File: config.mk
export PLATFORM = sky130hd
export DESIGN_NAME = humidity_temp_frame_decoder_top_flat
export DESIGN_NICKNAME = d
export VERILOG_FILES = /design/src/rtl/htfd_pkg.sv /design/src/rtl/htfd_channels.sv /design/src/rtl/htfd_frame.sv /design/src/rtl/htfd_result.sv /design/src/rtl/humidity_temp_frame_decoder_top.sv /design/src/flat_wrapper.sv
export VERILOG_INCLUDE_DIRS = /design/src /design/src/rtl
export SDC_FILE = /design/constraint.sdc
export NUM_CORES = 1
export LEC_CHECK = 0
export ABC_AREA = 0
export BUFFER_PORTS_ARGS = -buffer_cell sky130_fd_sc_hd__buf_2
export CORE_MARGIN = 10
export CORE_UTILIZATION = 35
export DETAILED_ROUTE_END_ITERATION = 12
export PLACE_DENSITY = 0.6
export SLEW_MARGIN = 20
export SYNTH_ARGS = -nofsm -noshare
export SYNTH_HDL_FRONTEND = slang
export SYNTH_SLANG_ARGS = --single-unit
File: constraint.sdc
create_clock -name clk -period 13.3 [get_ports clk]
set_input_delay 0.665 -clock clk [delete_from_list [all_inputs] [get_ports clk]]
set_output_delay 0.665 -clock clk [all_outputs]
set_load 0.005 [all_outputs]
File: src/rtl/assert_macros.svh
// Assertion macros for the frame decoder RTL.
`ifndef ASSERT_MACROS_SVH
`define ASSERT_MACROS_SVH

// Same-cycle implication, sampled on clk and switched off while in reset.
`define HTFD_AST_IMP(label, ante, cons) \
    label: assert property (@(posedge clk) disable iff (!rst_n) (ante) |-> (cons)) \
        else $error("frame decoder check failed");

// Delayed implication, sampled on clk and switched off while in reset.
`define HTFD_AST_LAG2(label, ante, cons) \
    label: assert property (@(posedge clk) disable iff (!rst_n) (ante) |-> ##2 (cons)) \
        else $error("frame decoder check failed");

`endif

File: src/rtl/htfd_pkg.sv
// Shared constants and types of the humidity/temperature frame decoder.
package htfd_pkg;

    localparam int MAX_CHANGES = 85;
    localparam int FRAME_BITS  = 40;

    localparam int THR_W      = 8;
    localparam int DUR_W      = 10;
    localparam int CC_W       = 7;
    localparam int BC_W       = 6;
    localparam int HUM_W      = 10;
    localparam int TEMP_W     = 17;
    localparam int CFG_IDX_W  = 2;
    localparam int CFG_DATA_W = 10;

    localparam logic [CFG_IDX_W-1:0] REG_BIT_THRESHOLD = 2'd0;
    localparam logic [CFG_IDX_W-1:0] REG_TIMEOUT       = 2'd1;
    localparam logic [CFG_IDX_W-1:0] REG_FAHRENHEIT    = 2'd2;

    localparam logic FUNC_START  = 1'b0;
    localparam logic FUNC_CHANGE = 1'b1;

    localparam logic [THR_W-1:0] THRESHOLD_RST = 8'd48;
    localparam logic [DUR_W-1:0] TIMEOUT_RST   = 10'd250;

    localparam logic [BC_W-1:0] BIT_COUNT_MAX = 6'd63;
    localparam logic [15:0]     HUM_LIMIT     = 16'd1000;

    // Fahrenheit: floor((18*C + 3205) / 10) computed with a positive bias of
    // one million added to the dividend and 100000 taken off the quotient.
    localparam int                 X_W          = 21;
    localparam logic signed [21:0] X_BIAS       = 22'sd1003205;
    localparam int                 RECIP_SHIFT  = 28;
    localparam int                 RECIP_W      = 25;
    localparam logic [RECIP_W-1:0] RECIP_TEN    = 25'd26843546;
    localparam int                 Q_W          = 18;
    localparam logic signed [18:0] Q_UNBIAS     = 19'sd100000;

    typedef struct packed {
        logic [THR_W-1:0] bit_threshold_us;
        logic [DUR_W-1:0] timeout_us;
        logic             fahrenheit_mode;
    } cfg_t;

    typedef struct packed {
        logic [FRAME_BITS-1:0] bits;
        logic                  enough;
        logic                  fahr;
    } snap_t;

    typedef struct packed {
        logic            active;
        logic [CC_W-1:0] change_count;
    } frame_status_t;

endpackage

File: src/rtl/htfd_channels.sv
// Valid/ready channel interfaces for line events and decoded readings.
interface htfd_event_if;
    import htfd_pkg::*;

    logic             valid;
    logic             ready;
    logic             func;
    logic [DUR_W-1:0] duration_us;

    modport source (output valid, output func, output duration_us, input ready);
    modport sink   (input valid, input func, input duration_us, output ready);
endinterface

interface htfd_reading_if;
    import htfd_pkg::*;

    logic                     valid;
    logic                     ready;
    logic                     valid_res;
    logic [HUM_W-1:0]         humidity_tenths;
    logic signed [TEMP_W-1:0] temperature_tenths;

    modport source (output valid, output valid_res, output humidity_tenths,
                    output temperature_tenths, input ready);
    modport sink   (input valid, input valid_res, input humidity_tenths,
                    input temperature_tenths, output ready);
endinterface

File: src/rtl/htfd_frame.sv
// Event input register and per-frame bit collection state.
module htfd_frame (
    input  logic                    clk,
    input  logic                    rst_n,
    htfd_event_if.sink              events,
    input  htfd_pkg::cfg_t          cfg,
    input  logic                    snap_free,
    output logic                    snap_vld,
    output htfd_pkg::snap_t         snap,
    output htfd_pkg::frame_status_t status
);
    import htfd_pkg::*;

    logic                  ev_vld_reg;
    logic                  func_reg;
    logic [DUR_W-1:0]      dur_reg;
    logic                  active_reg;
    logic [CC_W-1:0]       cc_reg;
    logic [BC_W-1:0]       bc_reg;
    logic [FRAME_BITS-1:0] bits_reg;

    logic                  take_bit;
    logic                  one_bit;
    logic [FRAME_BITS-1:0] bits_next;
    logic [BC_W-1:0]       bc_next;
    logic [CC_W-1:0]       cc_next;
    logic                  is_change;
    logic                  closes;
    logic                  go;

    always_comb
    begin
        // Changes four, six, eight and so on are the high halves of data bits.
        take_bit  = (cc_reg > 7'd2) && !cc_reg[0];
        one_bit   = dur_reg > {2'b00, cfg.bit_threshold_us};
        bits_next = bits_reg;
        if (take_bit && (bc_reg < BC_W'(FRAME_BITS)))
        begin
            bits_next = {bits_reg[FRAME_BITS-2:0], one_bit};
        end
        bc_next = bc_reg;
        if (take_bit && (bc_reg != BIT_COUNT_MAX))
        begin
            bc_next = bc_reg + 1'b1;
        end
        cc_next   = cc_reg + 1'b1;
        is_change = ev_vld_reg && (func_reg == FUNC_CHANGE) && active_reg;
        closes    = is_change
                    && ((cc_next >= CC_W'(MAX_CHANGES)) || (dur_reg >= cfg.timeout_us));
        go        = ev_vld_reg && (!closes || snap_free);
    end

    assign events.ready = !ev_vld_reg || go;

    assign snap_vld    = closes;
    assign snap.bits   = bits_next;
    assign snap.enough = bc_next >= BC_W'(FRAME_BITS);
    assign snap.fahr   = cfg.fahrenheit_mode;

    assign status.active       = active_reg;
    assign status.change_count = cc_reg;

    always_ff @(posedge clk)
    begin
        if (events.valid && events.ready)
        begin
            func_reg <= events.func;
            dur_reg  <= events.duration_us;
        end
    end

    always_ff @(posedge clk or negedge rst_n)
    begin
        if (!rst_n)
        begin
            ev_vld_reg <= 1'b0;
            active_reg <= 1'b0;
            cc_reg     <= '0;
            bc_reg     <= '0;
            bits_reg   <= '0;
        end
        else
        begin
            if (events.ready)
            begin
                ev_vld_reg <= events.valid;
            end
            if (go)
            begin
                if (func_reg == FUNC_START)
                begin
                    active_reg <= 1'b1;
                    cc_reg     <= '0;
                    bc_reg     <= '0;
                    bits_reg   <= '0;
                end
                else if (active_reg)
                begin
                    cc_reg   <= cc_next;
                    bc_reg   <= bc_next;
                    bits_reg <= bits_next;
                    if (closes)
                    begin
                        active_reg <= 1'b0;
                    end
                end
            end
        end
    end

endmodule

File: src/rtl/htfd_result.sv
// Result pipeline: frame checks, Fahrenheit conversion and output register.
module htfd_result (
    input  logic            clk,
    input  logic            rst_n,
    input  logic            snap_vld,
    input  htfd_pkg::snap_t snap,
    output logic            snap_free,
    htfd_reading_if.source  reading
);
    import htfd_pkg::*;

    // Snapshot stage
    logic  b_vld_reg;
    snap_t b_snap_reg;

    // Check stage
    logic                     c_vld_reg;
    logic                     c_ok_reg;
    logic                     c_fahr_reg;
    logic [HUM_W-1:0]         c_hum_reg;
    logic signed [TEMP_W-1:0] c_cel_reg;
    logic [X_W-1:0]           c_x_reg;

    // Division stage
    logic                     d_vld_reg;
    logic                     d_ok_reg;
    logic                     d_fahr_reg;
    logic [HUM_W-1:0]         d_hum_reg;
    logic signed [TEMP_W-1:0] d_cel_reg;
    logic [Q_W-1:0]           d_q_reg;

    // Output stage
    logic                     o_vld_reg;
    logic                     o_ok_reg;
    logic [HUM_W-1:0]         o_hum_reg;
    logic signed [TEMP_W-1:0] o_temp_reg;

    logic b_free, c_free, d_free, o_free;

    logic [7:0]               byte0, byte1, byte2, byte3, byte4;
    logic [7:0]               csum;
    logic [15:0]              hum;
    logic                     ok;
    logic [14:0]              tmag;
    logic signed [TEMP_W-1:0] cel;
    logic signed [21:0]       cel_w;
    logic signed [21:0]       x_s;

    logic [X_W+RECIP_W-1:0]   prod;

    logic signed [18:0]       fahr_w;
    logic signed [TEMP_W-1:0] temp_sel;

    // A stage takes new data when it is empty or its contents move on.
    assign o_free    = !o_vld_reg || reading.ready;
    assign d_free    = !d_vld_reg || o_free;
    assign c_free    = !c_vld_reg || d_free;
    assign b_free    = !b_vld_reg || c_free;
    assign snap_free = b_free;

    always_comb
    begin
        byte0 = b_snap_reg.bits[39:32];
        byte1 = b_snap_reg.bits[31:24];
        byte2 = b_snap_reg.bits[23:16];
        byte3 = b_snap_reg.bits[15:8];
        byte4 = b_snap_reg.bits[7:0];
        csum  = byte0 + byte1 + byte2 + byte3;
        hum   = {byte0, byte1};
        ok    = b_snap_reg.enough && (byte4 == csum) && (hum <= HUM_LIMIT);
        tmag  = {byte2[6:0], byte3};
        cel   = byte2[7] ? -$signed({2'b00, tmag}) : $signed({2'b00, tmag});
        cel_w = {{5{cel[TEMP_W-1]}}, cel};
        x_s   = (cel_w <<< 4) + (cel_w <<< 1) + X_BIAS;
    end

    assign prod = c_x_reg * RECIP_TEN;

    always_comb
    begin
        fahr_w   = $signed({1'b0, d_q_reg}) - Q_UNBIAS;
        temp_sel = d_fahr_reg ? fahr_w[TEMP_W-1:0] : d_cel_reg;
    end

    always_ff @(posedge clk)
    begin
        if (b_free && snap_vld)
        begin
            b_snap_reg <= snap;
        end
        if (c_free && b_vld_reg)
        begin
            c_ok_reg   <= ok;
            c_fahr_reg <= b_snap_reg.fahr;
            c_hum_reg  <= hum[HUM_W-1:0];
            c_cel_reg  <= cel;
            c_x_reg    <= x_s[X_W-1:0];
        end
        if (d_free && c_vld_reg)
        begin
            d_ok_reg   <= c_ok_reg;
            d_fahr_reg <= c_fahr_reg;
            d_hum_reg  <= c_hum_reg;
            d_cel_reg  <= c_cel_reg;
            d_q_reg    <= prod[RECIP_SHIFT+Q_W-1:RECIP_SHIFT];
        end
        if (o_free && d_vld_reg)
        begin
            o_ok_reg   <= d_ok_reg;
            o_hum_reg  <= d_ok_reg ? d_hum_reg : '0;
            o_temp_reg <= d_ok_reg ? temp_sel : '0;
        end
    end

    always_ff @(posedge clk or negedge rst_n)
    begin
        if (!rst_n)
        begin
            b_vld_reg <= 1'b0;
            c_vld_reg <= 1'b0;
            d_vld_reg <= 1'b0;
            o_vld_reg <= 1'b0;
        end
        else
        begin
            if (b_free)
            begin
                b_vld_reg <= snap_vld;
            end
            if (c_free)
            begin
                c_vld_reg <= b_vld_reg;
            end
            if (d_free)
            begin
                d_vld_reg <= c_vld_reg;
            end
            if (o_free)
            begin
                o_vld_reg <= d_vld_reg;
            end
        end
    end

    assign reading.valid              = o_vld_reg;
    assign reading.valid_res          = o_ok_reg;
    assign reading.humidity_tenths    = o_hum_reg;
    assign reading.temperature_tenths = o_temp_reg;

endmodule

File: src/rtl/humidity_temp_frame_decoder_top.sv
// Top level of the single-wire humidity/temperature frame decoder.
//
// The events channel takes one beat per line event: func = 0 opens a new
// frame, func = 1 reports a level change with the time the line held its
// previous level. The frame closes after 85 changes or on a change whose
// duration reaches the timeout; the reading channel then carries one beat
// with the check flag, humidity and temperature in tenths.
// One event beat is accepted every cycle unless the input stalls. After the
// closing event beat is accepted, the reading passes through the input
// register, snapshot, checks, reciprocal multiply for the Fahrenheit
// division and output register.
// When the reading sink stalls, the pipeline stages behind the output fill
// up; events that close no frame keep flowing, and the input stalls only
// when a closing event finds no free stage behind it.
// Reset clears the pipeline and the frame state, leaves no frame open and
// loads the register defaults. The user must write registers via cfg_we,
// cfg_index and cfg_data while no frame is in flight; nothing enforces it.
`include "assert_macros.svh"

module humidity_temp_frame_decoder_top (
    input  logic                             clk,
    input  logic                             rst_n,
    htfd_event_if.sink                       events,
    htfd_reading_if.source                   reading,
    input  logic                             cfg_we,
    input  logic [htfd_pkg::CFG_IDX_W-1:0]   cfg_index,
    input  logic [htfd_pkg::CFG_DATA_W-1:0]  cfg_data
);
    import htfd_pkg::*;

    cfg_t          cfg_reg;
    logic          snap_vld;
    snap_t         snap;
    logic          snap_free;
    frame_status_t status;

    always_ff @(posedge clk or negedge rst_n)
    begin
        if (!rst_n)
        begin
            cfg_reg.bit_threshold_us <= THRESHOLD_RST;
            cfg_reg.timeout_us       <= TIMEOUT_RST;
            cfg_reg.fahrenheit_mode  <= 1'b0;
        end
        else if (cfg_we)
        begin
            case (cfg_index)
                REG_BIT_THRESHOLD: cfg_reg.bit_threshold_us <= cfg_data[THR_W-1:0];
                REG_TIMEOUT:       cfg_reg.timeout_us       <= cfg_data[DUR_W-1:0];
                REG_FAHRENHEIT:    cfg_reg.fahrenheit_mode  <= cfg_data[0];
                default:           ;
            endcase
        end
    end

    htfd_frame u_frame (
        .clk       (clk),
        .rst_n     (rst_n),
        .events    (events),
        .cfg       (cfg_reg),
        .snap_free (snap_free),
        .snap_vld  (snap_vld),
        .snap      (snap),
        .status    (status)
    );

    htfd_result u_result (
        .clk       (clk),
        .rst_n     (rst_n),
        .snap_vld  (snap_vld),
        .snap      (snap),
        .snap_free (snap_free),
        .reading   (reading)
    );

    // A failed reading reports zero values.
    `HTFD_AST_IMP(a_zero_on_fail, reading.valid && !reading.valid_res, reading.humidity_tenths == '0 && reading.temperature_tenths == '0)
    // A passed reading never carries humidity above the limit.
    `HTFD_AST_IMP(a_hum_range, reading.valid && reading.valid_res, reading.humidity_tenths <= HUM_LIMIT[HUM_W-1:0])
    // An open frame has always closed before its change count reaches the limit.
    `HTFD_AST_IMP(a_count_bound, status.active, status.change_count < CC_W'(MAX_CHANGES))
    // A start beat opens a clean frame once it leaves the input register.
    `HTFD_AST_LAG2(a_start_opens, events.valid && events.ready && events.func == FUNC_START, status.active && status.change_count == '0)

endmodule

File: src/flat_wrapper.sv
// flat-port wrapper written by rule: the top's interface ports become plain ports
module humidity_temp_frame_decoder_top_flat import htfd_pkg::*;
  (clk, rst_n, cfg_we, cfg_index, cfg_data, events_valid, events_func, events_duration_us, events_ready, reading_valid, reading_valid_res, reading_humidity_tenths, reading_temperature_tenths, reading_ready);
  htfd_event_if events_i ();
  htfd_reading_if reading_i ();
  input  logic clk;
  input  logic rst_n;
  input  logic cfg_we;
  input  logic [htfd_pkg::CFG_IDX_W-1:0] cfg_index;
  input  logic [htfd_pkg::CFG_DATA_W-1:0] cfg_data;
  input wire logic [$bits(events_i.valid)-1:0] events_valid;
  input wire logic [$bits(events_i.func)-1:0] events_func;
  input wire logic [$bits(events_i.duration_us)-1:0] events_duration_us;
  output wire logic [$bits(events_i.ready)-1:0] events_ready;
  output wire logic [$bits(reading_i.valid)-1:0] reading_valid;
  output wire logic [$bits(reading_i.valid_res)-1:0] reading_valid_res;
  output wire logic [$bits(reading_i.humidity_tenths)-1:0] reading_humidity_tenths;
  output wire logic [$bits(reading_i.temperature_tenths)-1:0] reading_temperature_tenths;
  input wire logic [$bits(reading_i.ready)-1:0] reading_ready;
  assign events_i.valid = events_valid;
  assign events_i.func = events_func;
  assign events_i.duration_us = events_duration_us;
  assign events_ready = events_i.ready;
  assign reading_valid = reading_i.valid;
  assign reading_valid_res = reading_i.valid_res;
  assign reading_humidity_tenths = reading_i.humidity_tenths;
  assign reading_temperature_tenths = reading_i.temperature_tenths;
  assign reading_i.ready = reading_ready;
  humidity_temp_frame_decoder_top u_core (.clk(clk), .rst_n(rst_n), .events(events_i), .reading(reading_i), .cfg_we(cfg_we), .cfg_index(cfg_index), .cfg_data(cfg_data));
endmodule
Word level (Yosys, flattened, before mapping):

Index checks and enable logic that the tools add are counted.

* register bits after elaboration: 255
* word-level logic and storage cells: 98
* output and inout port bits: 30

* reductions and logical operators: 33
* equality and inequality tests: 5
* $lt $le $gt $ge: 7
* $mul: 1
* multiplexer cells: 13
* $add $sub $neg: 9

Operators with widths (count)
* 40-bit two-way mux: 3
* 21-bit by 24-bit multiplier with 44-bit output, second input constant: 1
* 17-bit two-way mux: 2
* 8-bit adder: 3
* 21-bit by 18-bit adder with 21-bit output: 1
* 21-bit adder, second input constant: 1
* 6-bit two-way mux: 3
* 15-bit negator with 17-bit output: 1
* 17-bit subtractor, second input constant: 1
* 16-bit by 10-bit <= comparator with 1-bit output, second input constant: 1
* 1-bit logical AND: 14
* 7-bit two-way mux: 2
* 10-bit greater-or-equal comparator: 1
* 10-bit by 8-bit greater-than comparator with 1-bit output: 1
* 8-bit equality test: 1
* 2-bit AND reduction: 4
* 7-bit by 1-bit adder with 7-bit output, second input constant: 1
* 7-bit greater-or-equal comparator, second input constant: 1
* 7-bit by 2-bit greater-than comparator with 1-bit output, second input constant: 1
* 1-bit zero test: 7
* 1-bit logical OR: 7
* 6-bit by 1-bit adder with 6-bit output, second input constant: 1
* 6-bit greater-or-equal comparator, second input constant: 1
* 6-bit less-than comparator, second input constant: 1
* 6 further kinds: 8

Depth between registers and ports, before layout:

Gate-level depths: netlist of the first run.

* depth in word-level cells: 9
* mapped depth: 27

Cells and area by module:

A second synthesis of the first run with hierarchy kept.

* cell total of the unflattened synthesis: 1556
* area, all modules: 18549.0 µm²

By module, submodules not included
* htfd_result: times used 1, cells an instance 1188, seq. area each 5024.8 µm², area each 14053.5 µm²
* htfd_frame: times used 1, cells an instance 326, seq. area each 1706.6 µm², area each 3754.9 µm²
* humidity_temp_frame_decoder_top: times used 1, cells an instance 42, seq. area each 485.5 µm², area each 740.7 µm²

Worst setup path before layout of the first run:

No wires, ideal clock.

* path type: register -> register
* start point: register u_core.u_result.c_x_reg[13]
* end point: register u_core.u_result.d_q_reg[16] (data pin)
* clock period less this slack: 6.673 ns
* stages on the path, launching flop included: 24
* path buffers: 0
* data arrival time: 6.413 ns
* path slack: 6.627 ns
* library setup time: 0.260 ns
* data required time: 13.040 ns
* path through: edfxtp_1 inv_1 ha_1 fa_1 inv_1 fa_1 inv_1 fa_1 inv_1 fa_1 fa_1 fa_1 ha_1 a2111oi_2 o21ai_1 a2111oi_2 a211oi_1 a211oi_2 a211o_1 o21ai_1 o41a_1 a21oi_2 o21bai_1 xnor2_1

* longest elaborated chain between the ends: 1

RTL lines
* start, declared: line htfd_result.sv:22 `logic [X_W-1:0] c_x_reg;`
* start signal, assigned: line htfd_result.sv:97 `c_x_reg <= x_s[X_W-1:0];`
* 21-bit by 24-bit multiplier with 44-bit output: line htfd_result.sv:77 `assign prod = c_x_reg * RECIP_TEN;`
* via u_core.u_result.prod[44]: line htfd_result.sv:49 `logic [X_W+RECIP_W-1:0] prod;`
* end signal, assigned: line htfd_result.sv:105 `d_q_reg <= prod[RECIP_SHIFT+Q_W-1:RECIP_SHIFT];`
* end, declared: line htfd_result.sv:30 `logic [Q_W-1:0] d_q_reg;`

The timed path passes the listed nets, and every way through them passes these cells.
A chain may end at the register's enable or synchronous reset.

Worst setup path in the final report of the first run:

* start point: register u_core.u_result.c_x_reg[12]
* end point: register u_core.u_result.d_q_reg[16] (data pin)

Same word-level chain as after synthesis.

==> results.py, run 1 <==
metrics = {
    "floorplan": {
        "start_util_pct": 35.53,
        "dieWidth_um": 248.7,
        "rows": 83,
        "dieArea_um2": 61840,
        "io_pins": 58,
        "chipHeight_um": 248.7,
        "core_um2": 51510,
    },
    "clocking": {
        "cts_root_buf": "clkbuf_16",
        "cts_sinks": 253,
        "cts.repair.resized": 0,
        "insertion_delay_ns": 0.55,
        "clockBufferDepth": 3,
        "cts_buffers": 28,
        "clk_pin_slew_ns": 0.06,
        "post_cts_buffers": 0,
        "cts_tree": "done",
        "hold_buffers": 0,
        "h-tree-depth": 1,
    },
    "yosys": {
        "ys.flop_type": "edfxtp_1",
        "async_flop_share_pct": 30.83,
        "synthCells": 1600,
        "ys_warn_count": 0,
        "synth-edff-count": 175,
        "synth_seq_cells": 253,
        "syn_area_per_cell_um2": 11.44,
        "synthesis.nets": 2004,
        "synth_area_leader_cell": "edfxtp_1",
        "synth.distinct_cells": 61,
        "yosysTopAreaCellShare_pct": 28.71,
        "synth_area_um2": 18300,
        "ys_seq_area_share_pct": 39.43,
        "synth_area_leaders": "edfxtp_1 (29%), ha_1 (16%), fa_1 (15%), dfrtp_1 (9.6%), inv_1 (6.0%)",
    },
    "grt": {
        "gr-total-overflow": 0,
        "grt_pass1_vias": 11710,
        "grt_pass1_wl_um": 61010,
        "grt_usage_pct": 11.78,
        "antenna_found_initial": 1,
        "grt_start_max_net_pins": 99,
    },
    "sta": {
        "post-route-period-util_pct": 54.38,
        "hold_violations": 0,
        "finalMaxSlewViolations": 0,
        "tns_ns": 0,
        "worst_pin_slew_ns": 0.9114,
        "finalSetupViolCount": 0,
        "fmax_ghz": 0.1383,
        "fin_crit_ns": 7.233,
        "rsz0062_at_grt": "no",
        "maxSlewHeadroom_pct": 39.11,
        "fin_skew_ns": 0.01560,
    },
    "layout": {
        "syn_to_final_growth_pct": 11.46,
        "diodes": 0,
        "final_common_cell": "inv_1",
        "nets": 2065,
        "largest_reg_flops": 42,
        "drive_gt1_share_pct": 11.35,
        "final_cell_mix": "inv_1 (291), ha_1 (239), edfxtp_1 (175), fa_1 (137), nand2_1 (128)",
    },
    "setup_path": {
        "reg2regPathDepth": 23,
        "critical_path_class": "reg -> reg",
        "end_kind": "flip-flop",
        "r2r-start": "u_core.u_result.c_x_reg[12]$_DFFE_PP_",
        "worstPathMaxFanout": 6,
        "cp.arrival_ns": 7.53,
        "crit_required_ns": 13.60,
        "critPathLaunchType": "flip-flop",
        "cp-startpoint": "u_core.u_result.c_x_reg[12]$_DFFE_PP_",
    },
    "route": {
        "vias": 11210,
        "drt_wl_total_um": 36920,
        "drc": 0,
        "antenna_left": 0,
        "drtIter0Drc": 450,
        "wl_per_cell_um": 15.63,
        "firstDrtPassIters": 7,
        "via_per_inst": 4.743,
    },
    "placed_design": {
        "port_buffers": 57,
        "place_hpwl_um": 29310,
        "globalplace.congestion": 0.8631,
    },
    "min_path": {
        "hp-class": "in -> async",
    },
    "flow_run": {
        "maxCapViolations": 0,
    },
    "run_status": {
        "status": "complete, no violations",
    },
}
[path summary, 6_finish.rpt]
| check | to | slack (ns) |
|---|---|---|
| max | u_core.u_result.d_q_reg[16]$_DFFE_PP_ | 6.07 |
| min | u_core.u_frame.bits_reg[24]$_DFFE_PN0P_ | 0.18 |
| max reg2reg | u_core.u_result.d_q_reg[16]$_DFFE_PP_ | 6.07 |
| min reg2reg | u_core.u_result.d_cel_reg[6]$_DFFE_PP_ | 0.41 |
| max in group asynchronous | u_core.cfg_reg[13]$_DFFE_PN0P_ | 12.59 |
| min in group clk | u_core.u_frame.dur_reg[4]$_DFFE_PP_ | 0.30 |
[per-stage QoR]
stage	area (um2)	cells	hold WS (ns)	setup WS (ns)	util, %
after floorplan	18300	1600	0.3694	6.627	-
after CTS	20400	2363	0.2676	6.051	39.60
after global routing	20400	2363	0.2270	5.690	39.61
final	20400	2363	0.1838	6.067	39.61
after global placement	19400	2311	0.4025	6.123	37.67
after detailed placement	19400	2311	0.4045	6.051	37.67
[cells in the mapped netlist (4+ instances only)]
cell,n
a21o_1,18
a21oi_1,29
a22o_1,6
a31oi_1,4
and2_1,16
and3_1,7
buf_1,5
clkbuf_1,29
dfrtp_1,70
dfstp_2,8
edfxtp_1,175
fa_1,137
ha_1,239
inv_1,291
mux2_2,51
mux2i_1,12
nand2_1,128
nand2b_1,11
nand3_1,22
nand4_1,9
nor2_1,36
nor2b_1,20
nor3_1,13
o211a_1,6
o21a_1,17
o21ai_0,92
o21bai_1,6
o31ai_1,7
or2_2,9
or3_1,6
xnor2_1,48
xor2_1,23
[worst max-delay path, cell delays in order (launching register included)]
cell,delay (ns)
edfxtp_1,0.55
ha_1,0.25
inv_1,0.06
fa_1,0.52
inv_1,0.07
fa_1,0.53
inv_1,0.05
fa_1,0.50
inv_1,0.07
fa_1,0.56
fa_1,0.44
fa_1,0.49
ha_1,0.34
a2111oi_2,0.35
o21ai_1,0.14
a2111oi_2,0.36
a211oi_1,0.17
a211oi_2,0.42
a211o_1,0.21
o21ai_1,0.11
o41a_1,0.37
a21oi_2,0.19
o21bai_1,0.09
xnor2_1,0.12
[cells by family (layout without fill, tap and decap cells)]
| kind of cell | count (synthesis) | in the layout | share of synthesized area (%) |
|---|---|---|---|
| XOR/XNOR | 71 | 71 | 3.398 |
| buffers and inverters | 326 | 409 | 6.693 |
| AND/OR/NAND/NOR | 289 | 289 | 7.486 |
| AO/OA/AOI/OAI | 222 | 222 | 7.875 |
| adder cells (fa/ha/maj) | 376 | 376 | 31.32 |
| flip-flops | 253 | 253 | 39.43 |
| multiplexers | 63 | 63 | 3.794 |
[area by class of cell]
cell class / instances / area [um2]
inverters: 291 / 1092
flip-flops and latches: 253 / 7217
well taps: 680 / 850.8
multi-input cells: 1021 / 9891
fillers: 4948 / 31110
clock buffers: 41 / 830.8
repair buffers: 66 / 359.1
clock inverters: 11 / 160.2
[routing by layer]
metal	track usage (%)	vias up	wire, um
met1	15.62	5485	17250
met4	2.362	0	647
li1	-	5519	-
met2	19.91	164	17790
met5	0	-	0
met3	1.933	39	1233
Power of run 1 is not shown: default switching activity piles up to over one toggle a cycle in this logic, so the estimate is an artifact.
==> run 2, diff against run 1 <==
--- a/config.mk
+++ b/config.mk
@@ -11,7 +11,7 @@
 export CORE_MARGIN = 10
 export CORE_UTILIZATION = 35
 export DETAILED_ROUTE_END_ITERATION = 12
-export PLACE_DENSITY = 0.6
+export PLACE_DENSITY = 0.62
 export SLEW_MARGIN = 20
 export SYNTH_ARGS = -nofsm -noshare
 export SYNTH_HDL_FRONTEND = slang
==> constraint.sdc (replaced) <==
create_clock -name clk -period 6.2 [get_ports clk]
set_input_delay 0.31 -clock clk [delete_from_list [all_inputs] [get_ports clk]]
set_output_delay 0.31 -clock clk [all_outputs]
set_load 0.005 [all_outputs]
==> run 2 against run 1 <==
The run now ends with setup timing left. Clock skew rose by 0.0021 ns. Utilization is 2.8 points higher. Clock-buffer cell count decreased by 9. Critical path type unchanged. Highest routed layer unchanged. Via count rose by 5.2%. Wire length rose by 2.9%. Global-route usage increased by 0.42 points. Hold slack worse by 0.14 ns. Setup slack worse by 6.3 ns. Register-to-register slack got worse by 6.3 ns. Sequential cell count stayed put.
==> results.py, run 2 (synthesized netlist as in run 1, its figures left out) <==
metrics = {
    "sta": {
        "worst_pin_slew_ns": 0.9803,
        "finalMaxSlewViolations": 0,
        "post-route-period-util_pct": 104.2,
        "fin_crit_ns": 6.463,
        "rsz0062_at_grt": "yes",
        "fmax_ghz": 0.1547,
        "finalWorstSetupSlack_ns": -0.2630,
        "fin_skew_ns": 0.01773,
        "finalSetupViolCount": 8,
        "maxSlewHeadroom_pct": 34.64,
        "hold_violations": 0,
    },
    "route": {
        "wl_per_cell_um": 15.20,
        "drc": 0,
        "via_per_inst": 4.716,
        "drt_wl_total_um": 38000,
        "vias": 11790,
        "firstDrtPassIters": 5,
        "antenna_left": 0,
        "drtIter0Drc": 524,
    },
    "placed_design": {
        "place_hpwl_um": 29580,
        "globalplace.congestion": 0.8926,
        "port_buffers": 57,
        "place_inst": 2412,
        "post-place-ws_ns": -0.4742,
    },
    "layout": {
        "diodes": 0,
        "final_cells": 2500,
        "multi_input_area_um2": 10250,
        "final-seq-area_um2": 7217,
        "n_fill_cell": 4777,
        "drive_gt1_share_pct": 20.00,
        "nets": 2203,
        "final_cell_mix": "inv_1 (281), ha_1 (226), edfxtp_1 (175), fa_1 (129), nand2_1 (127)",
        "largest_reg_flops": 42,
        "final_common_cell": "inv_1",
        "syn_to_final_growth_pct": 19.35,
    },
    "grt": {
        "grt_usage_pct": 12.20,
        "grt_pass1_vias": 12440,
        "use_met3_pct": 1.839,
        "antenna_found_initial": 1,
        "grt_pass1_wl_um": 63130,
        "use_met2_pct": 21.12,
        "gr-total-overflow": 0,
        "grt_start_max_net_pins": 89,
        "use_met1_pct": 15.76,
        "gr-max-usage-layer": "met2",
    },
    "clocking": {
        "cts_sinks": 253,
        "clk_pin_slew_ns": 0.07,
        "insertion_delay_ns": 0.56,
        "cts_tree": "done",
        "clockBufferDepth": 3,
        "cts_root_buf": "clkbuf_16",
        "h-tree-depth": 1,
        "cts_buffers": 27,
    },
    "setup_path": {
        "reg2reg_slack_ns": -0.26,
        "r2r_end": "u_core.u_result.d_q_reg[6]$_DFFE_PP_",
        "path_buf_inv": 6,
        "cp-startpoint": "u_core.u_result.c_x_reg[13]$_DFFE_PP_",
        "r2r-start": "u_core.u_result.c_x_reg[13]$_DFFE_PP_",
        "critPathLaunchType": "flip-flop",
        "end_kind": "flip-flop",
        "critical_path_class": "reg -> reg",
        "path_delay_family": "adder cells",
        "crit_required_ns": 6.50,
        "cp.arrival_ns": 6.76,
        "crit_slowest_cell": "fa_1",
        "crit_top_cell": "fa_1",
        "reg2regPathDepth": 25,
        "max_stage_delay_ns": 0.55,
        "worstPathMaxFanout": 2,
        "cp-endpoint": "u_core.u_result.d_q_reg[6]$_DFFE_PP_",
        "crit_cells": 25,
    },
    "flow_run": {
        "maxCapViolations": 0,
    },
    "floorplan": {
        "io_pins": 58,
        "dieWidth_um": 248.7,
        "start_util_pct": 35.53,
        "chipHeight_um": 248.7,
        "rows": 83,
        "dieArea_um2": 61840,
        "core_um2": 51510,
    },
    "min_path": {
        "hp-class": "in -> reg",
    },
    "run_status": {
        "status": "complete, but fails checks",
        "violations": "setup timing",
    },
}
[run 2: final cells by class]
| class | instances | share of cell area (%) |
|---|---|---|
| repair buffers | 205 | 6.793 |
| clock inverters | 18 | 1.100 |
| multi-input cells | 1021 | 46.95 |
| inverters | 291 | 5.001 |
| flip-flops and latches | 253 | 33.04 |
| well taps | 680 | 3.895 |
| clock buffers | 32 | 3.225 |
[run 2: stage by stage]
stage               util [%]  setup TNS, ns  hold WS, ns  instance area, um2
floorplan                  -        -0.1455      0.01441               18370
global placement       39.27         -2.242       0.2711               20230
detailed placement     39.27         -3.281       0.2736               20230
CTS                    42.14         -1.672      0.02045               21710
global route           42.41         -3.523      0.02184               21840
finish                 42.41         -1.297      0.04351               21840
[run 2: timing repair]
action / in CTS / in global routing
endpoints found under the setup margin: 11 / 15
resized for setup: 40 / 24
hold buffers: 22 / 0
pin swaps: 31 / 20
hold endpoints to repair: 56 / 0
setup buffers: 15 / 9
[run 2: metal layers]
layer	vias to the layer above	routed length (um)
met5	-	0
met4	0	813
met3	59	1327
met2	160	19010
met1	5788	16850
li1	5784	-
[run 2: worst min-delay path by stage]
stage,cells after the start,to,slack (ns),from
floorplan,0,u_core.cfg_reg[0]$_DFFE_PN0P_,0.01,rst_n
global placement,1,u_core.cfg_reg[14]$_DFFE_PN0P_,0.27,rst_n
detailed placement,1,u_core.cfg_reg[14]$_DFFE_PN0P_,0.27,rst_n
CTS,2,u_core.cfg_reg[1]$_DFFE_PN0P_,0.02,cfg_data[0]
global route,2,u_core.cfg_reg[1]$_DFFE_PN0P_,0.02,cfg_data[0]
finish,2,u_core.cfg_reg[1]$_DFFE_PN0P_,0.04,cfg_data[0]
[run 2: worst register-to-register path: cells and delay by family (launching register included)]
kind	cells	cell delay [ns]
fa+ha+maj	8	3.41
simple gates	2	0.26
flops	1	0.40
xor+xnor	1	0.08
compound gates	8	1.53
buf+inv	6	0.53
Power of run 2 is left out for the same reason.
==> run 3, diff against run 2 <==
--- a/config.mk
+++ b/config.mk
@@ -7,8 +7,8 @@
 export NUM_CORES = 1
 export LEC_CHECK = 0
 export ABC_AREA = 0
-export BUFFER_PORTS_ARGS = -buffer_cell sky130_fd_sc_hd__buf_2
-export CORE_MARGIN = 10
+export BUFFER_PORTS_ARGS = -buffer_cell sky130_fd_sc_hd__clkbuf_2
+export CORE_MARGIN = 2
 export CORE_UTILIZATION = 35
 export DETAILED_ROUTE_END_ITERATION = 12
 export PLACE_DENSITY = 0.62
==> run 3 against run 2 <==
The flow still finishes with violations (setup timing). Cell area decreased by 0.45%. Critical path depth decreased by 2. Register-to-register slack got worse by 0.06 ns. Highest routed layer unchanged. Utilization decreased by 0.19 points.
==> results.py, run 3 (synthesized netlist as in run 1, its figures left out) <==
metrics = {
    "floorplan": {
        "start_util_pct": 35.53,
        "io_pins": 58,
        "rows": 83,
        "dieWidth_um": 232.7,
        "chipHeight_um": 232.7,
        "core_um2": 51510,
        "dieArea_um2": 54140,
    },
    "setup_path": {
        "cp.arrival_ns": 6.82,
        "worstPathMaxFanout": 2,
        "end_kind": "flip-flop",
        "crit_required_ns": 6.50,
        "critPathLaunchType": "flip-flop",
        "critical_path_class": "reg -> reg",
    },
    "sta": {
        "maxSlewHeadroom_pct": 31.74,
        "finalWorstSetupSlack_ns": -0.3217,
        "fmax_ghz": 0.1533,
        "post-route-period-util_pct": 105.2,
        "worst_pin_slew_ns": 1.020,
        "hold_violations": 0,
        "fin_skew_ns": 0.01135,
        "rsz0062_at_grt": "yes",
        "finalSetupViolCount": 8,
        "finalMaxSlewViolations": 0,
        "fin_crit_ns": 6.522,
    },
    "clocking": {
        "cts_root_buf": "clkbuf_16",
        "insertion_delay_ns": 0.55,
        "cts_buffers": 27,
        "cts_tree": "done",
        "clk_pin_slew_ns": 0.07,
        "h-tree-depth": 1,
        "cts_sinks": 253,
        "clockBufferDepth": 3,
    },
    "grt": {
        "gr-total-overflow": 0,
        "grt_pass1_wl_um": 63130,
        "grt_start_max_net_pins": 79,
        "antenna_found_initial": 1,
        "grt_usage_pct": 14.54,
        "grt_pass1_vias": 12350,
    },
    "layout": {
        "syn_to_final_growth_pct": 18.81,
        "diodes": 0,
        "final_common_cell": "inv_1",
        "fin_area_um2": 21740,
        "largest_reg_flops": 42,
        "final_cell_mix": "inv_1 (279), ha_1 (229), edfxtp_1 (175), fa_1 (128), nand2_1 (126)",
        "multi_input_area_um2": 10210,
        "n_fill_cell": 4896,
        "drive_gt1_share_pct": 20.02,
        "nets": 2201,
        "final-seq-area_um2": 7217,
    },
    "run_status": {
        "violations": "setup timing",
        "status": "complete, but fails checks",
    },
    "route": {
        "drt_wl_total_um": 37930,
        "firstDrtPassIters": 5,
        "antenna_left": 0,
        "wl_per_cell_um": 15.19,
        "via_per_inst": 4.749,
        "drtIter0Drc": 609,
        "vias": 11860,
        "drc": 0,
    },
    "flow_run": {
        "maxCapViolations": 0,
    },
    "min_path": {
        "hp-class": "in -> reg",
    },
    "placed_design": {
        "placed_area_um2": 20250,
        "port_buffers": 57,
        "place_hpwl_um": 29530,
        "globalplace.congestion": 0.8840,
    },
}
## run 3: area by class of cell
type / count / share of cell area, %
multi-input combinational: 1021 / 46.95
clock buffer: 32 / 3.240
tap: 680 / 3.913
timing repair buffer: 203 / 6.652
inverter: 291 / 5.023
sequential: 253 / 33.19
clock inverter: 18 / 1.030
## run 3: metal layers
metal	share of wire [%]	GRT usage, %
met3	4.2	2.721
met2	49	25.02
met1	44	18.81
met4	2.7	3.702
met5	0	0
## run 3: repair_timing
action,CTS,global route
endpoints found under the hold margin,86,0
gates resized for setup,24,28
pin swaps,27,22
buffers inserted,10,3
hold buffers,22,0
endpoints found under the setup margin,11,15
## run 3: worst paths after layout
kind / startpoint / end / slack, ns / depth (start not counted)
worst max-delay path: u_core.u_result.c_x_reg[13]$_DFFE_PP_ / u_core.u_result.d_q_reg[16]$_DFFE_PP_ / -0.32 / 23
max in group asynchronous: rst_n / u_core.u_frame.bits_reg[18]$_DFFE_PN0P_ / 5.28 / 2
worst max register to register: u_core.u_result.c_x_reg[13]$_DFFE_PP_ / u_core.u_result.d_q_reg[16]$_DFFE_PP_ / -0.32 / 23
worst min register to register: u_core.u_result.c_cel_reg[15]$_DFFE_PP_ / u_core.u_result.d_cel_reg[15]$_DFFE_PP_ / 0.42 / 0
worst min-delay path: cfg_data[0] / u_core.cfg_reg[11]$_DFFE_PN0P_ / 0.06 / 2
min in group asynchronous: rst_n / u_core.cfg_reg[9]$_DFFE_PN0P_ / 0.35 / 2
## run 3: metrics by stage
| stage | utilization [%] | std cells | hold WS, ns | setup WS (ns) | setup TNS [ns] |
|---|---|---|---|---|---|
| 2_1_floorplan | - | 1600 | 0.01441 | -0.1455 | -0.1455 |
| 6_report | 42.21 | 2498 | 0.05544 | -0.3217 | -1.591 |
| 3_5_place_dp | 39.31 | 2415 | 0.4045 | -0.4851 | -3.083 |
| 4_1_cts | 41.90 | 2496 | 0.03581 | -0.3584 | -1.558 |
| 3_3_place_gp | 39.31 | 2415 | 0.4011 | -0.3545 | -1.976 |
| 5_1_grt | 42.21 | 2498 | 0.04788 | -0.5676 | -3.990 |
## run 3: worst max-delay path, stage by stage (launching register included)
cell and delay, ns:
edfxtp_1 0.43, inv_2 0.10, ha_4 0.20, fa_1 0.52, inv_1 0.06, fa_1 0.47
inv_1 0.05, fa_1 0.50, inv_1 0.07, fa_1 0.51, fa_1 0.44, fa_1 0.56
ha_4 0.22, a2111oi_4 0.30, o21ai_2 0.13, a211oi_2 0.19, a211oi_2 0.13, a211oi_4 0.32
a211o_1 0.22, o21ai_2 0.07, o41a_1 0.35, a21oi_2 0.17, o21bai_1 0.10, xnor2_1 0.12
Power of run 3 is left out for the same reason.
